### src/hdl/assert_macros.svh
// Assertion helpers shared by the RTL. Each expects clk and rst in scope.
`ifndef ASSERT_MACROS_SVH
`define ASSERT_MACROS_SVH

// expr must never hold outside reset
`define CHK_NEVER(lbl, expr, msg) \
  lbl: assert property (@(posedge clk) disable iff (rst) !(expr)) else $error(msg);

// ante in a cycle implies cons in the same cycle
`define CHK_IMPLY(lbl, ante, cons, msg) \
  lbl: assert property (@(posedge clk) disable iff (rst) (ante) |-> (cons)) else $error(msg);

`endif

### src/hdl/tsci_pkg.sv
// ----------------------------------------------------------------------------
// tsci_pkg
// Shared types and constants of the text screen control interpreter.
// ----------------------------------------------------------------------------
package tsci_pkg;

  // character codes
  localparam logic [7:0] CH_CARET = 8'h5E;
  localparam logic [7:0] CH_NL    = 8'h0A;
  localparam logic [7:0] CH_ZERO  = 8'h30;
  localparam logic [7:0] CH_NINE  = 8'h39;
  localparam logic [7:0] CH_B     = 8'h62;
  localparam logic [7:0] CH_C     = 8'h63;
  localparam logic [7:0] CH_D     = 8'h64;
  localparam logic [7:0] CH_E     = 8'h65;
  localparam logic [7:0] CH_H     = 8'h68;
  localparam logic [7:0] CH_I     = 8'h69;
  localparam logic [7:0] CH_L     = 8'h6C;
  localparam logic [7:0] CH_O     = 8'h6F;
  localparam logic [7:0] CH_R     = 8'h72;
  localparam logic [7:0] CH_U     = 8'h75;

  // escape progress as reported on the result
  localparam logic [1:0] ESC_IDLE  = 2'd0;
  localparam logic [1:0] ESC_CARET = 2'd1;
  localparam logic [1:0] ESC_DIGIT = 2'd2;

  // a cell: bit 8 blank flag, bits 7..0 character
  localparam logic [8:0] BLANK_CELL = 9'h100;

  localparam int QDEPTH = 2;

  typedef enum logic [3:0] {
    OP_NONE,
    OP_PUT,
    OP_COL0,
    OP_CLEAR,
    OP_DOWN,
    OP_UP,
    OP_LEFT,
    OP_RIGHT,
    OP_DELETE,
    OP_HOME,
    OP_SETCUR,
    OP_READ
  } op_t;

  // classified command passed from front to back
  typedef struct packed {
    op_t        op;
    logic [7:0] code;        // character for OP_PUT
    logic [3:0] arg_row;     // read row or first cursor digit
    logic [3:0] arg_col;     // read column or second cursor digit
    logic       insert_on;   // mode after this word
    logic [1:0] esc;         // escape progress after this word
  } cmd_t;

  typedef struct packed {
    logic full;
    logic empty;
  } q_stat_t;

endpackage

### src/hdl/tsci_in_if.sv
// ----------------------------------------------------------------------------
// tsci_in_if
// Input channel: one word per action (feed a byte or read a cell).
// ----------------------------------------------------------------------------
interface tsci_in_if;
  logic       valid;
  logic       ready;
  logic       action;
  logic [7:0] byte_in;
  logic [3:0] read_row;
  logic [3:0] read_col;

  modport source (output valid, action, byte_in, read_row, read_col, input ready);
  modport sink   (input valid, action, byte_in, read_row, read_col, output ready);
endinterface

### src/hdl/tsci_out_if.sv
// ----------------------------------------------------------------------------
// tsci_out_if
// Result channel: one word per accepted input word.
// ----------------------------------------------------------------------------
interface tsci_out_if;
  logic       valid;
  logic       ready;
  logic [7:0] cell_code;
  logic       cell_blank;
  logic [3:0] cursor_row_out;
  logic [3:0] cursor_col_out;
  logic       insert_on;
  logic [1:0] escape_pending;

  modport source (output valid, cell_code, cell_blank, cursor_row_out, cursor_col_out,
                  insert_on, escape_pending, input ready);
  modport sink   (input valid, cell_code, cell_blank, cursor_row_out, cursor_col_out,
                  insert_on, escape_pending, output ready);
endinterface

### src/hdl/tsci_front.sv
// ----------------------------------------------------------------------------
// tsci_front
// Accepts input words, tracks escape progress and mode, emits commands.
// ----------------------------------------------------------------------------
module tsci_front (
  input  logic             clk,
  input  logic             rst,
  tsci_in_if.sink          item,
  input  tsci_pkg::q_stat_t q_stat,
  output logic             push,
  output tsci_pkg::cmd_t   cmd
);

  logic [1:0] esc, esc_next;
  logic       insert_mode, insert_mode_next;
  logic [3:0] pending_row, pending_row_next;
  logic       is_digit;
  logic [7:0] digit_val;

  assign item.ready = !q_stat.full;
  assign push       = item.valid && item.ready;

  assign is_digit  = (item.byte_in >= tsci_pkg::CH_ZERO) && (item.byte_in <= tsci_pkg::CH_NINE);
  assign digit_val = item.byte_in - tsci_pkg::CH_ZERO;

  always_comb begin
    esc_next         = esc;
    insert_mode_next = insert_mode;
    pending_row_next = pending_row;
    cmd.op           = tsci_pkg::OP_NONE;
    cmd.code         = item.byte_in;
    cmd.arg_row      = item.read_row;
    cmd.arg_col      = item.read_col;
    if (item.action) begin
      cmd.op = tsci_pkg::OP_READ;
    end else begin
      unique case (esc)
        tsci_pkg::ESC_DIGIT: begin
          esc_next    = tsci_pkg::ESC_IDLE;
          cmd.arg_row = pending_row;
          cmd.arg_col = digit_val[3:0];
          if (is_digit) cmd.op = tsci_pkg::OP_SETCUR;
        end
        tsci_pkg::ESC_CARET: begin
          esc_next = tsci_pkg::ESC_IDLE;
          priority case (item.byte_in)
            tsci_pkg::CH_B:     cmd.op = tsci_pkg::OP_COL0;
            tsci_pkg::CH_C:     cmd.op = tsci_pkg::OP_CLEAR;
            tsci_pkg::CH_D:     cmd.op = tsci_pkg::OP_DOWN;
            tsci_pkg::CH_U:     cmd.op = tsci_pkg::OP_UP;
            tsci_pkg::CH_L:     cmd.op = tsci_pkg::OP_LEFT;
            tsci_pkg::CH_R:     cmd.op = tsci_pkg::OP_RIGHT;
            tsci_pkg::CH_E:     cmd.op = tsci_pkg::OP_DELETE;
            tsci_pkg::CH_H:     cmd.op = tsci_pkg::OP_HOME;
            tsci_pkg::CH_I:     insert_mode_next = 1'b1;
            tsci_pkg::CH_O:     insert_mode_next = 1'b0;
            tsci_pkg::CH_CARET: cmd.op = tsci_pkg::OP_PUT;
            default: begin
              if (is_digit) begin
                pending_row_next = digit_val[3:0];
                esc_next         = tsci_pkg::ESC_DIGIT;
              end
            end
          endcase
        end
        default: begin
          // idle: caret opens an escape, newline dropped, rest is printed
          if (item.byte_in == tsci_pkg::CH_CARET) begin
            esc_next = tsci_pkg::ESC_CARET;
          end else if (item.byte_in != tsci_pkg::CH_NL) begin
            cmd.op = tsci_pkg::OP_PUT;
          end
        end
      endcase
    end
    cmd.insert_on = insert_mode_next;
    cmd.esc       = esc_next;
  end

  always_ff @(posedge clk) begin
    if (rst) begin
      esc         <= tsci_pkg::ESC_IDLE;
      insert_mode <= 1'b0;
      pending_row <= '0;
    end else if (push) begin
      esc         <= esc_next;
      insert_mode <= insert_mode_next;
      pending_row <= pending_row_next;
    end
  end

endmodule

### src/hdl/tsci_queue.sv
// ----------------------------------------------------------------------------
// tsci_queue
// Two-entry command queue between front and back.
// ----------------------------------------------------------------------------
module tsci_queue (
  input  logic              clk,
  input  logic              rst,
  input  logic              push,
  input  tsci_pkg::cmd_t    din,
  input  logic              pop,
  output tsci_pkg::cmd_t    dout,
  output tsci_pkg::q_stat_t stat
);

  tsci_pkg::cmd_t ents [tsci_pkg::QDEPTH];
  logic       wp, rp;
  logic [1:0] cnt;

  assign dout       = ents[rp];
  assign stat.full  = (cnt == 2'(tsci_pkg::QDEPTH));
  assign stat.empty = (cnt == 2'd0);

  always_ff @(posedge clk) begin
    if (rst) begin
      wp  <= 1'b0;
      rp  <= 1'b0;
      cnt <= 2'd0;
    end else begin
      if (push) wp <= ~wp;
      if (pop)  rp <= ~rp;
      if (push && !pop)      cnt <= cnt + 2'd1;
      else if (pop && !push) cnt <= cnt - 2'd1;
    end
  end

  always_ff @(posedge clk) begin
    if (push) ents[wp] <= din;
  end

endmodule

### src/hdl/tsci_back.sv
// ----------------------------------------------------------------------------
// tsci_back
// Executes commands on the row-wide screen memory and drives results.
// ----------------------------------------------------------------------------
module tsci_back #(
  parameter int ROWS = 10,
  parameter int COLS = 10
) (
  input  logic              clk,
  input  logic              rst,
  input  tsci_pkg::cmd_t    cmd,
  input  tsci_pkg::q_stat_t q_stat,
  output logic              pop,
  tsci_out_if.source        result
);

  localparam int RW = $clog2(ROWS);
  localparam int CW = $clog2(COLS);

  typedef enum logic {S_FETCH, S_EXEC} state_t;
  typedef logic [COLS-1:0][8:0] row_t;

  state_t         state;
  tsci_pkg::cmd_t op_q;
  row_t           mem [ROWS];
  logic [ROWS-1:0] row_valid;
  row_t           row_q;
  logic           row_ok;
  logic [RW-1:0]  cur_row, row_n, rd_idx;
  logic [CW-1:0]  cur_col, col_n;

  row_t           row_old, row_new, shr, shl;
  logic           wr_en, clr;
  logic [RW+3:0]  cmd_row_ext, arg_row_ext, out_row_ext;
  logic [CW+3:0]  arg_col_ext, out_col_ext;
  logic           rd_in_range;
  logic [8:0]     rd_cell;

  assign pop = (state == S_FETCH) && !q_stat.empty && (!result.valid || result.ready);

  // read address: target row of a read, else the cursor row
  assign cmd_row_ext = {{RW{1'b0}}, cmd.arg_row};
  assign rd_idx = (cmd.op == tsci_pkg::OP_READ) ? cmd_row_ext[RW-1:0] : cur_row;

  always_ff @(posedge clk) begin
    if (state == S_FETCH) begin
      row_q  <= mem[rd_idx];
      row_ok <= row_valid[rd_idx];
    end
    if (wr_en) mem[cur_row] <= row_new;
  end

  assign arg_row_ext = {{RW{1'b0}}, op_q.arg_row};
  assign arg_col_ext = {{CW{1'b0}}, op_q.arg_col};
  assign row_old = row_ok ? row_q : {COLS{tsci_pkg::BLANK_CELL}};
  assign shr     = {row_old[COLS-2:0], tsci_pkg::BLANK_CELL};
  assign shl     = {tsci_pkg::BLANK_CELL, row_old[COLS-1:1]};
  assign rd_in_range = (int'(op_q.arg_row) < ROWS) && (int'(op_q.arg_col) < COLS);
  assign rd_cell = row_old[arg_col_ext[CW-1:0]];

  always_comb begin
    row_n   = cur_row;
    col_n   = cur_col;
    row_new = row_old;
    wr_en   = 1'b0;
    clr     = 1'b0;
    if (state == S_EXEC) begin
      unique case (op_q.op)
        tsci_pkg::OP_PUT: begin
          wr_en = 1'b1;
          for (int c = 0; c < COLS; c++) begin
            if (CW'(c) == cur_col) row_new[c] = {1'b0, op_q.code};
            else if (op_q.insert_on && CW'(c) > cur_col) row_new[c] = shr[c];
          end
          if (int'(cur_col) < COLS - 1) col_n = cur_col + CW'(1);
        end
        tsci_pkg::OP_DELETE: begin
          wr_en = 1'b1;
          for (int c = 0; c < COLS; c++) begin
            if (CW'(c) >= cur_col) row_new[c] = shl[c];
          end
        end
        tsci_pkg::OP_COL0:  col_n = '0;
        tsci_pkg::OP_CLEAR: clr = 1'b1;
        tsci_pkg::OP_DOWN:  if (int'(cur_row) < ROWS - 1) row_n = cur_row + RW'(1);
        tsci_pkg::OP_UP:    if (cur_row != '0) row_n = cur_row - RW'(1);
        tsci_pkg::OP_LEFT:  if (cur_col != '0) col_n = cur_col - CW'(1);
        tsci_pkg::OP_RIGHT: if (int'(cur_col) < COLS - 1) col_n = cur_col + CW'(1);
        tsci_pkg::OP_HOME: begin
          row_n = '0;
          col_n = '0;
        end
        tsci_pkg::OP_SETCUR: begin
          // digits beyond the screen saturate at the last row / column
          row_n = (int'(op_q.arg_row) < ROWS) ? arg_row_ext[RW-1:0] : RW'(ROWS - 1);
          col_n = (int'(op_q.arg_col) < COLS) ? arg_col_ext[CW-1:0] : CW'(COLS - 1);
        end
        default: ;
      endcase
    end
  end

  assign out_row_ext = {4'b0, row_n};
  assign out_col_ext = {4'b0, col_n};

  always_ff @(posedge clk) begin
    if (rst) begin
      state        <= S_FETCH;
      result.valid <= 1'b0;
      cur_row      <= '0;
      cur_col      <= '0;
      row_valid    <= '0;
    end else begin
      unique case (state)
        S_FETCH: begin
          if (result.valid && result.ready) result.valid <= 1'b0;
          if (pop) begin
            op_q  <= cmd;
            state <= S_EXEC;
          end
        end
        S_EXEC: begin
          state   <= S_FETCH;
          cur_row <= row_n;
          cur_col <= col_n;
          if (clr)   row_valid <= '0;
          if (wr_en) row_valid[cur_row] <= 1'b1;
          result.valid          <= 1'b1;
          result.cursor_row_out <= out_row_ext[3:0];
          result.cursor_col_out <= out_col_ext[3:0];
          result.insert_on      <= op_q.insert_on;
          result.escape_pending <= op_q.esc;
          if (op_q.op == tsci_pkg::OP_READ) begin
            result.cell_blank <= !rd_in_range || rd_cell[8];
            result.cell_code  <= (!rd_in_range || rd_cell[8]) ? 8'd0 : rd_cell[7:0];
          end else begin
            result.cell_blank <= 1'b0;
            result.cell_code  <= 8'd0;
          end
        end
        default: state <= S_FETCH;
      endcase
    end
  end

endmodule

### src/hdl/text_screen_control_interpreter_top.sv
// ----------------------------------------------------------------------------
// text_screen_control_interpreter_top
// Character screen driven by a byte stream with caret escapes.
//
// Channels: item (sink) carries one action word: action 0 feeds byte_in to
// the interpreter, action 1 reads the cell at read_row/read_col. result
// (source) returns exactly one word per accepted item, in order: the read
// cell (zero for feeds), cursor position, insert mode and escape progress.
// Both use valid/ready; a word moves when both are high on a clock edge.
// An accepted item passes the queue, then the back end's fetch and execute
// states, a read-modify-write of one row word in the screen memory (read,
// then update and write); the back end takes no new command before it is
// done. A 2-entry queue lets the front keep accepting while the back end
// works or waits; when result is stalled the back end holds its output
// register and the queue fills, after which item.ready drops.
// Reset (rst, synchronous): cursor home, overwrite mode, escape idle,
// screen blank. Blanking uses per-row valid bits cleared at once, so there
// is no clearing pass; ^c blanks the screen the same way.
// ----------------------------------------------------------------------------
`include "assert_macros.svh"

module text_screen_control_interpreter_top #(
  parameter int ROWS = 10,
  parameter int COLS = 10
) (
  input logic        clk,
  input logic        rst,
  tsci_in_if.sink    item,
  tsci_out_if.source result
);

  tsci_pkg::cmd_t    cmd_in, cmd_out;
  tsci_pkg::q_stat_t q_stat;
  logic              push, pop;

  // front: handshake, escape tracking, classification
  tsci_front u_front (
    .clk    (clk),
    .rst    (rst),
    .item   (item),
    .q_stat (q_stat),
    .push   (push),
    .cmd    (cmd_in)
  );

  tsci_queue u_queue (
    .clk  (clk),
    .rst  (rst),
    .push (push),
    .din  (cmd_in),
    .pop  (pop),
    .dout (cmd_out),
    .stat (q_stat)
  );

  // back: cursor, screen memory, result register
  tsci_back #(
    .ROWS (ROWS),
    .COLS (COLS)
  ) u_back (
    .clk    (clk),
    .rst    (rst),
    .cmd    (cmd_out),
    .q_stat (q_stat),
    .pop    (pop),
    .result (result)
  );

  `CHK_NEVER(a_q_full_empty, q_stat.full && q_stat.empty, "queue full and empty")
  `CHK_IMPLY(a_pop_nonempty, pop, !q_stat.empty, "pop from empty queue")
  `CHK_NEVER(a_push_full, push && q_stat.full, "push into full queue")
  `CHK_IMPLY(a_cursor_range, result.valid,
             (ROWS > 16) || (int'(result.cursor_row_out) < ROWS), "cursor row off screen")

endmodule
### src/flat_wrapper.sv
// flat-port wrapper written by rule: the top's interface ports become plain ports
module text_screen_control_interpreter_top_flat 
#(
  parameter int ROWS = 10,
  parameter int COLS = 10
)
  (clk, rst, item_valid, item_action, item_byte_in, item_read_row, item_read_col, item_ready, result_valid, result_cell_code, result_cell_blank, result_cursor_row_out, result_cursor_col_out, result_insert_on, result_escape_pending, result_ready);
  tsci_in_if item_i ();
  tsci_out_if result_i ();
  input logic clk;
  input logic rst;
  input wire logic [$bits(item_i.valid)-1:0] item_valid;
  input wire logic [$bits(item_i.action)-1:0] item_action;
  input wire logic [$bits(item_i.byte_in)-1:0] item_byte_in;
  input wire logic [$bits(item_i.read_row)-1:0] item_read_row;
  input wire logic [$bits(item_i.read_col)-1:0] item_read_col;
  output wire logic [$bits(item_i.ready)-1:0] item_ready;
  output wire logic [$bits(result_i.valid)-1:0] result_valid;
  output wire logic [$bits(result_i.cell_code)-1:0] result_cell_code;
  output wire logic [$bits(result_i.cell_blank)-1:0] result_cell_blank;
  output wire logic [$bits(result_i.cursor_row_out)-1:0] result_cursor_row_out;
  output wire logic [$bits(result_i.cursor_col_out)-1:0] result_cursor_col_out;
  output wire logic [$bits(result_i.insert_on)-1:0] result_insert_on;
  output wire logic [$bits(result_i.escape_pending)-1:0] result_escape_pending;
  input wire logic [$bits(result_i.ready)-1:0] result_ready;
  assign item_i.valid = item_valid;
  assign item_i.action = item_action;
  assign item_i.byte_in = item_byte_in;
  assign item_i.read_row = item_read_row;
  assign item_i.read_col = item_read_col;
  assign item_ready = item_i.ready;
  assign result_valid = result_i.valid;
  assign result_cell_code = result_i.cell_code;
  assign result_cell_blank = result_i.cell_blank;
  assign result_cursor_row_out = result_i.cursor_row_out;
  assign result_cursor_col_out = result_i.cursor_col_out;
  assign result_insert_on = result_i.insert_on;
  assign result_escape_pending = result_i.escape_pending;
  assign result_i.ready = result_ready;
  text_screen_control_interpreter_top #(.ROWS(ROWS), .COLS(COLS)) u_core (.clk(clk), .rst(rst), .item(item_i), .result(result_i));
endmodule
### config.mk
export PLATFORM = sky130hd
export DESIGN_NAME = text_screen_control_interpreter_top_flat
export DESIGN_NICKNAME = d
export VERILOG_FILES = /design/src/hdl/tsci_pkg.sv /design/src/hdl/tsci_in_if.sv /design/src/hdl/tsci_out_if.sv /design/src/hdl/tsci_front.sv /design/src/hdl/tsci_queue.sv /design/src/hdl/tsci_back.sv /design/src/hdl/text_screen_control_interpreter_top.sv /design/src/flat_wrapper.sv
export VERILOG_INCLUDE_DIRS = /design/src /design/src/hdl
export SDC_FILE = /design/constraint.sdc
export NUM_CORES = 2
export LEC_CHECK = 0
export BUFFER_PORTS_ARGS = -buffer_cell sky130_fd_sc_hd__buf_4
export CAP_MARGIN = 30
export CORE_AREA = 5 5 353 355
export CTS_BUF_LIST = sky130_fd_sc_hd__clkbuf_8
export CTS_CLUSTER_DIAMETER = 50
export DETAILED_ROUTE_END_ITERATION = 8
export DIE_AREA = 0 0 358 360
export GPL_ROUTABILITY_DRIVEN = 0
export PLACE_DENSITY_LB_ADDON = 0.15
export REMOVE_ABC_BUFFERS = 1
export SYNTH_ARGS = -nofsm -noshare
export SYNTH_HDL_FRONTEND = slang
export SYNTH_SLANG_ARGS = --single-unit
### constraint.sdc
create_clock -name clk -period 7.9 [get_ports clk]
set_input_delay 0.79 -clock clk [delete_from_list [all_inputs] [get_ports clk]]
set_output_delay 0.79 -clock clk [all_outputs]
set_load 0.02 [all_outputs]
==> results_dict.tcl <==
set metrics [dict create \
    grt_antenna_before_repair 5 \
    ant_nets 0 \
    critPathCaptureType "flop" \
    crit_path_frequent_cell "o21ai_0" \
    skew_ps 40.65 \
    slowest_delay_ps 940 \
    max_slew_margin_pct 20.79 \
    synth_edf_count 1080 \
    vias 32200 \
    critPathRequiredTime_ps 8460 \
    die_w_um 358 \
    worstHoldPathType "in2reg" \
    final-setup-viol-count 0 \
    first_pass_iters 6 \
    layout_min_cycle_time_ps 4018 \
    grt_pass1_wl_um 217300 \
    crit_type "reg2reg" \
    fmax_mhz 248.9 \
    cts_sinks 1112 \
    power.share.clock_pct 27.0 \
    io_buffer_count 42 \
    critPathSlowestCell "a21oi_1" \
    synth_cells 3713 \
    yosysMostFrequentCell "edfxtp_1" \
    power_mw 17.62 \
    ir_worst_vdd_v 0.0002296 \
    start_util_pct 39.69 \
    dpl_cell_area_um2 50090 \
    setup-tns-final_ps 0 \
    ys.flop_type "edfxtp_1" \
    critPathBufInv 1 \
    vias_per_cell 5.817 \
    die_y_um 360 \
    ys_warn_count 0 \
    dp_hpwl_um 79590 \
    cts_tree "yes" \
    cts_setup_buffers 0 \
    cp-start-kind "flop" \
    root_buffer "clkbuf_8" \
    grt_overflow 0 \
    rows 128 \
    die-area_um2 128900 \
    switching_share_pct 35.70 \
    final_cell_area_um2 53530 \
    ctsHoldBuffers 0 \
    core_area_um2 121100 \
    ys_seq_elements 1112 \
    final_max_slew_viol_count 0 \
    switching_power_mw 6.293 \
    seqPwrFrac_pct 46.7 \
    p_comb_share_pct 26.3 \
    p_int_mw 11.33 \
    numCtsBuffers 186 \
    avgSynthCellArea_um2 12.94 \
    post_drt_wl_per_cell_um 26.76 \
    drv_cap 0 \
    ys_top_cells_by_area "edfxtp_1, nand2_1, mux2i_1" \
    setup_slack_ps 3882 \
    async_flop_share_pct 0 \
    yosys.cell_types.count 86 \
    layout-drive-gt1-share_pct 11.23 \
    power-per-cell-area_nw_per_um2 329.3 \
    worst_pin_slew_ps 1188 \
    first_iter_violations 3228 \
    grt_start_max_net_pins 168 \
    path_clk_slew_ps 60 \
    yosysSeqAreaShare_pct 68.81 \
    clk_latency_ps 910 \
    rsz0062_at_grt "false" \
    io_pins 43 \
    area_growth_pct 11.38 \
    drc 0 \
    layout.nets 3787 \
    cpLargestDelayFamily "compound AO/OA/AOI/OAI gates" \
    cts.repair.resized 0 \
    netlist_area_um2 48060 \
    place_ws_ps 3979 \
    leakagePower_nw 18.43 \
    path_cells "nand3_1 > buf_4 > a21oi_1 > o21ai_0 > a311oi_1 > a221oi_1 > o21ai_0" \
    grt_pass1_vias 32060 \
    crit_fanout 19 \
    cts.htree.levels 4 \
    drt_wl_total_um 148200 \
    netlist_top_cells_count "edfxtp_1, nand2_1, nand3_1" \
    hold_viol 0 \
    synth_top_area_share_pct 67.48 \
    yosys.area.top_type "edfxtp_1" \
    cts_buffer_depth 3 \
    timing.final.crit_share_pct 50.85 \
    status "complete, no violations" \
    arrival_ps 4580 \
    grt_use_total_pct 22.65 \
]
-- cells in the final DEF (no fill, tap or decap), drive strengths merged, types with 8 or more instances in the layout --
master   Yosys  routed
o22ai       53      53
buf        145     129
nand2b      16      16
dfxtp       32      32
mux2i      210     210
o221ai       9       9
mux4        17      17
edfxtp    1080    1080
clkbuf     130     191
a211oi      10      10
a22oi       32      32
a21oi      155     155
and3        16      16
nor2       115     115
o21ai      121     121
nor3        11      11
ha          11      11
mux2        22      22
inv         24      93
a31oi       29      29
nor2b       10      10
o32ai        8       8
a32oi      103     103
o22a        13      13
a22o        18      18
nand2      879     879
o211ai      11      11
and2        10      10
o2bb2ai     17      17
nand3      216     216
a41o        91      91
clkinv       0      75
-- cells by family (layout without fill, tap and decap cells) --
logic type	after synthesis	count (layout)	share of synthesized area, %
xor gates and xnor gates	8	8	0.1458
buffers and inverters	299	496	2.814
muxes	249	249	5.686
and+or+nand+nor	1317	1317	11.59
DFF	1112	1112	68.81
AOI/OAI and AO/OA	717	717	10.66
other	0	1	0
adders and majority gates	11	11	0.2864
-- area by class of cell --
class                      instances  area (um2)
sequential                      1112       33080
antenna                            1       2.502
inverter                          24       95.09
fill                           11250       67550
timing repair buffer             129        1107
multi-input combinational       2302       13790
tap                             1625        2033
clock buffer                     191        2629
clock inverter                   152       792.0
-- power groups by stage --
| stage | sequential, mW | clock [mW] | combinational (mW) |
|---|---|---|---|
| after global routing | 8.23 | 5.16 | 4.99 |
| after global placement | 8.34 | 0 | 4.54 |
| final | 8.23 | 4.76 | 4.63 |
| after floorplan | 7.94 | 0 | 3.36 |
| after detailed placement | 8.31 | 0 | 4.60 |
| after CTS | 8.20 | 4.89 | 4.61 |
-- path summary, 6_finish.rpt --
check,startpoint,endpoint,slack [ps],cells after the start
worst max register to register,u_core.u_back.cur_col[2]$_SDFFE_PP0P_,u_core.u_back.mem[9][70]$_DFFE_PP_,3880,7
worst min-delay path,item_byte_in[6],u_core.u_queue.ents[0][17]$_DFFE_PP_,120,1
worst min register to register,u_core.u_back.op_q[1]$_DFFE_PP_,u_core.u_back.result.escape_pending[1]$_DFFE_PP_,480,0
worst max-delay path,u_core.u_back.cur_col[2]$_SDFFE_PP0P_,u_core.u_back.mem[9][70]$_DFFE_PP_,3880,7
-- registers in the layout (all words and copies together) (netlist names), 4 cells and up, named ones only --
name                                 flops
u_core.u_back.arg_col_ext                4
u_core.u_back.arg_row_ext                4
u_core.u_back.cur_col                    4
u_core.u_back.cur_row                    4
u_core.u_back.mem                      900
u_core.u_back.op_q                      15
u_core.u_back.result.cell_code           8
u_core.u_back.result.cursor_col_out      4
u_core.u_back.result.cursor_row_out      4
u_core.u_back.row_q                     90
u_core.u_back.row_valid                 10
u_core.u_front.pending_row               4
u_core.u_queue.ents                     46
-- per-layer routing --
layer / up-vias / global-route usage (%) / wire [um]
li1: 14230 / - / -
met1: 16200 / 31.34 / 63040
met2: 1420 / 35.93 / 69090
met3: 350 / 4.086 / 10900
met4: 0 / 8.301 / 5127
met5: - / 0 / 0
-- per-stage QoR --
stage / utilization [%] / std cells / hold WS (ps)
2_1_floorplan: - / 3438 / 400.3
3_5_place_dp: 41.37 / 5190 / 433.5
6_report: 44.21 / 5536 / 115.9
5_1_grt: 44.21 / 5536 / 54.13
4_1_cts: 44.20 / 5533 / 9.652
3_3_place_gp: 41.29 / 5177 / 472.3
Note: power is estimated with default switching activity, not from simulation.
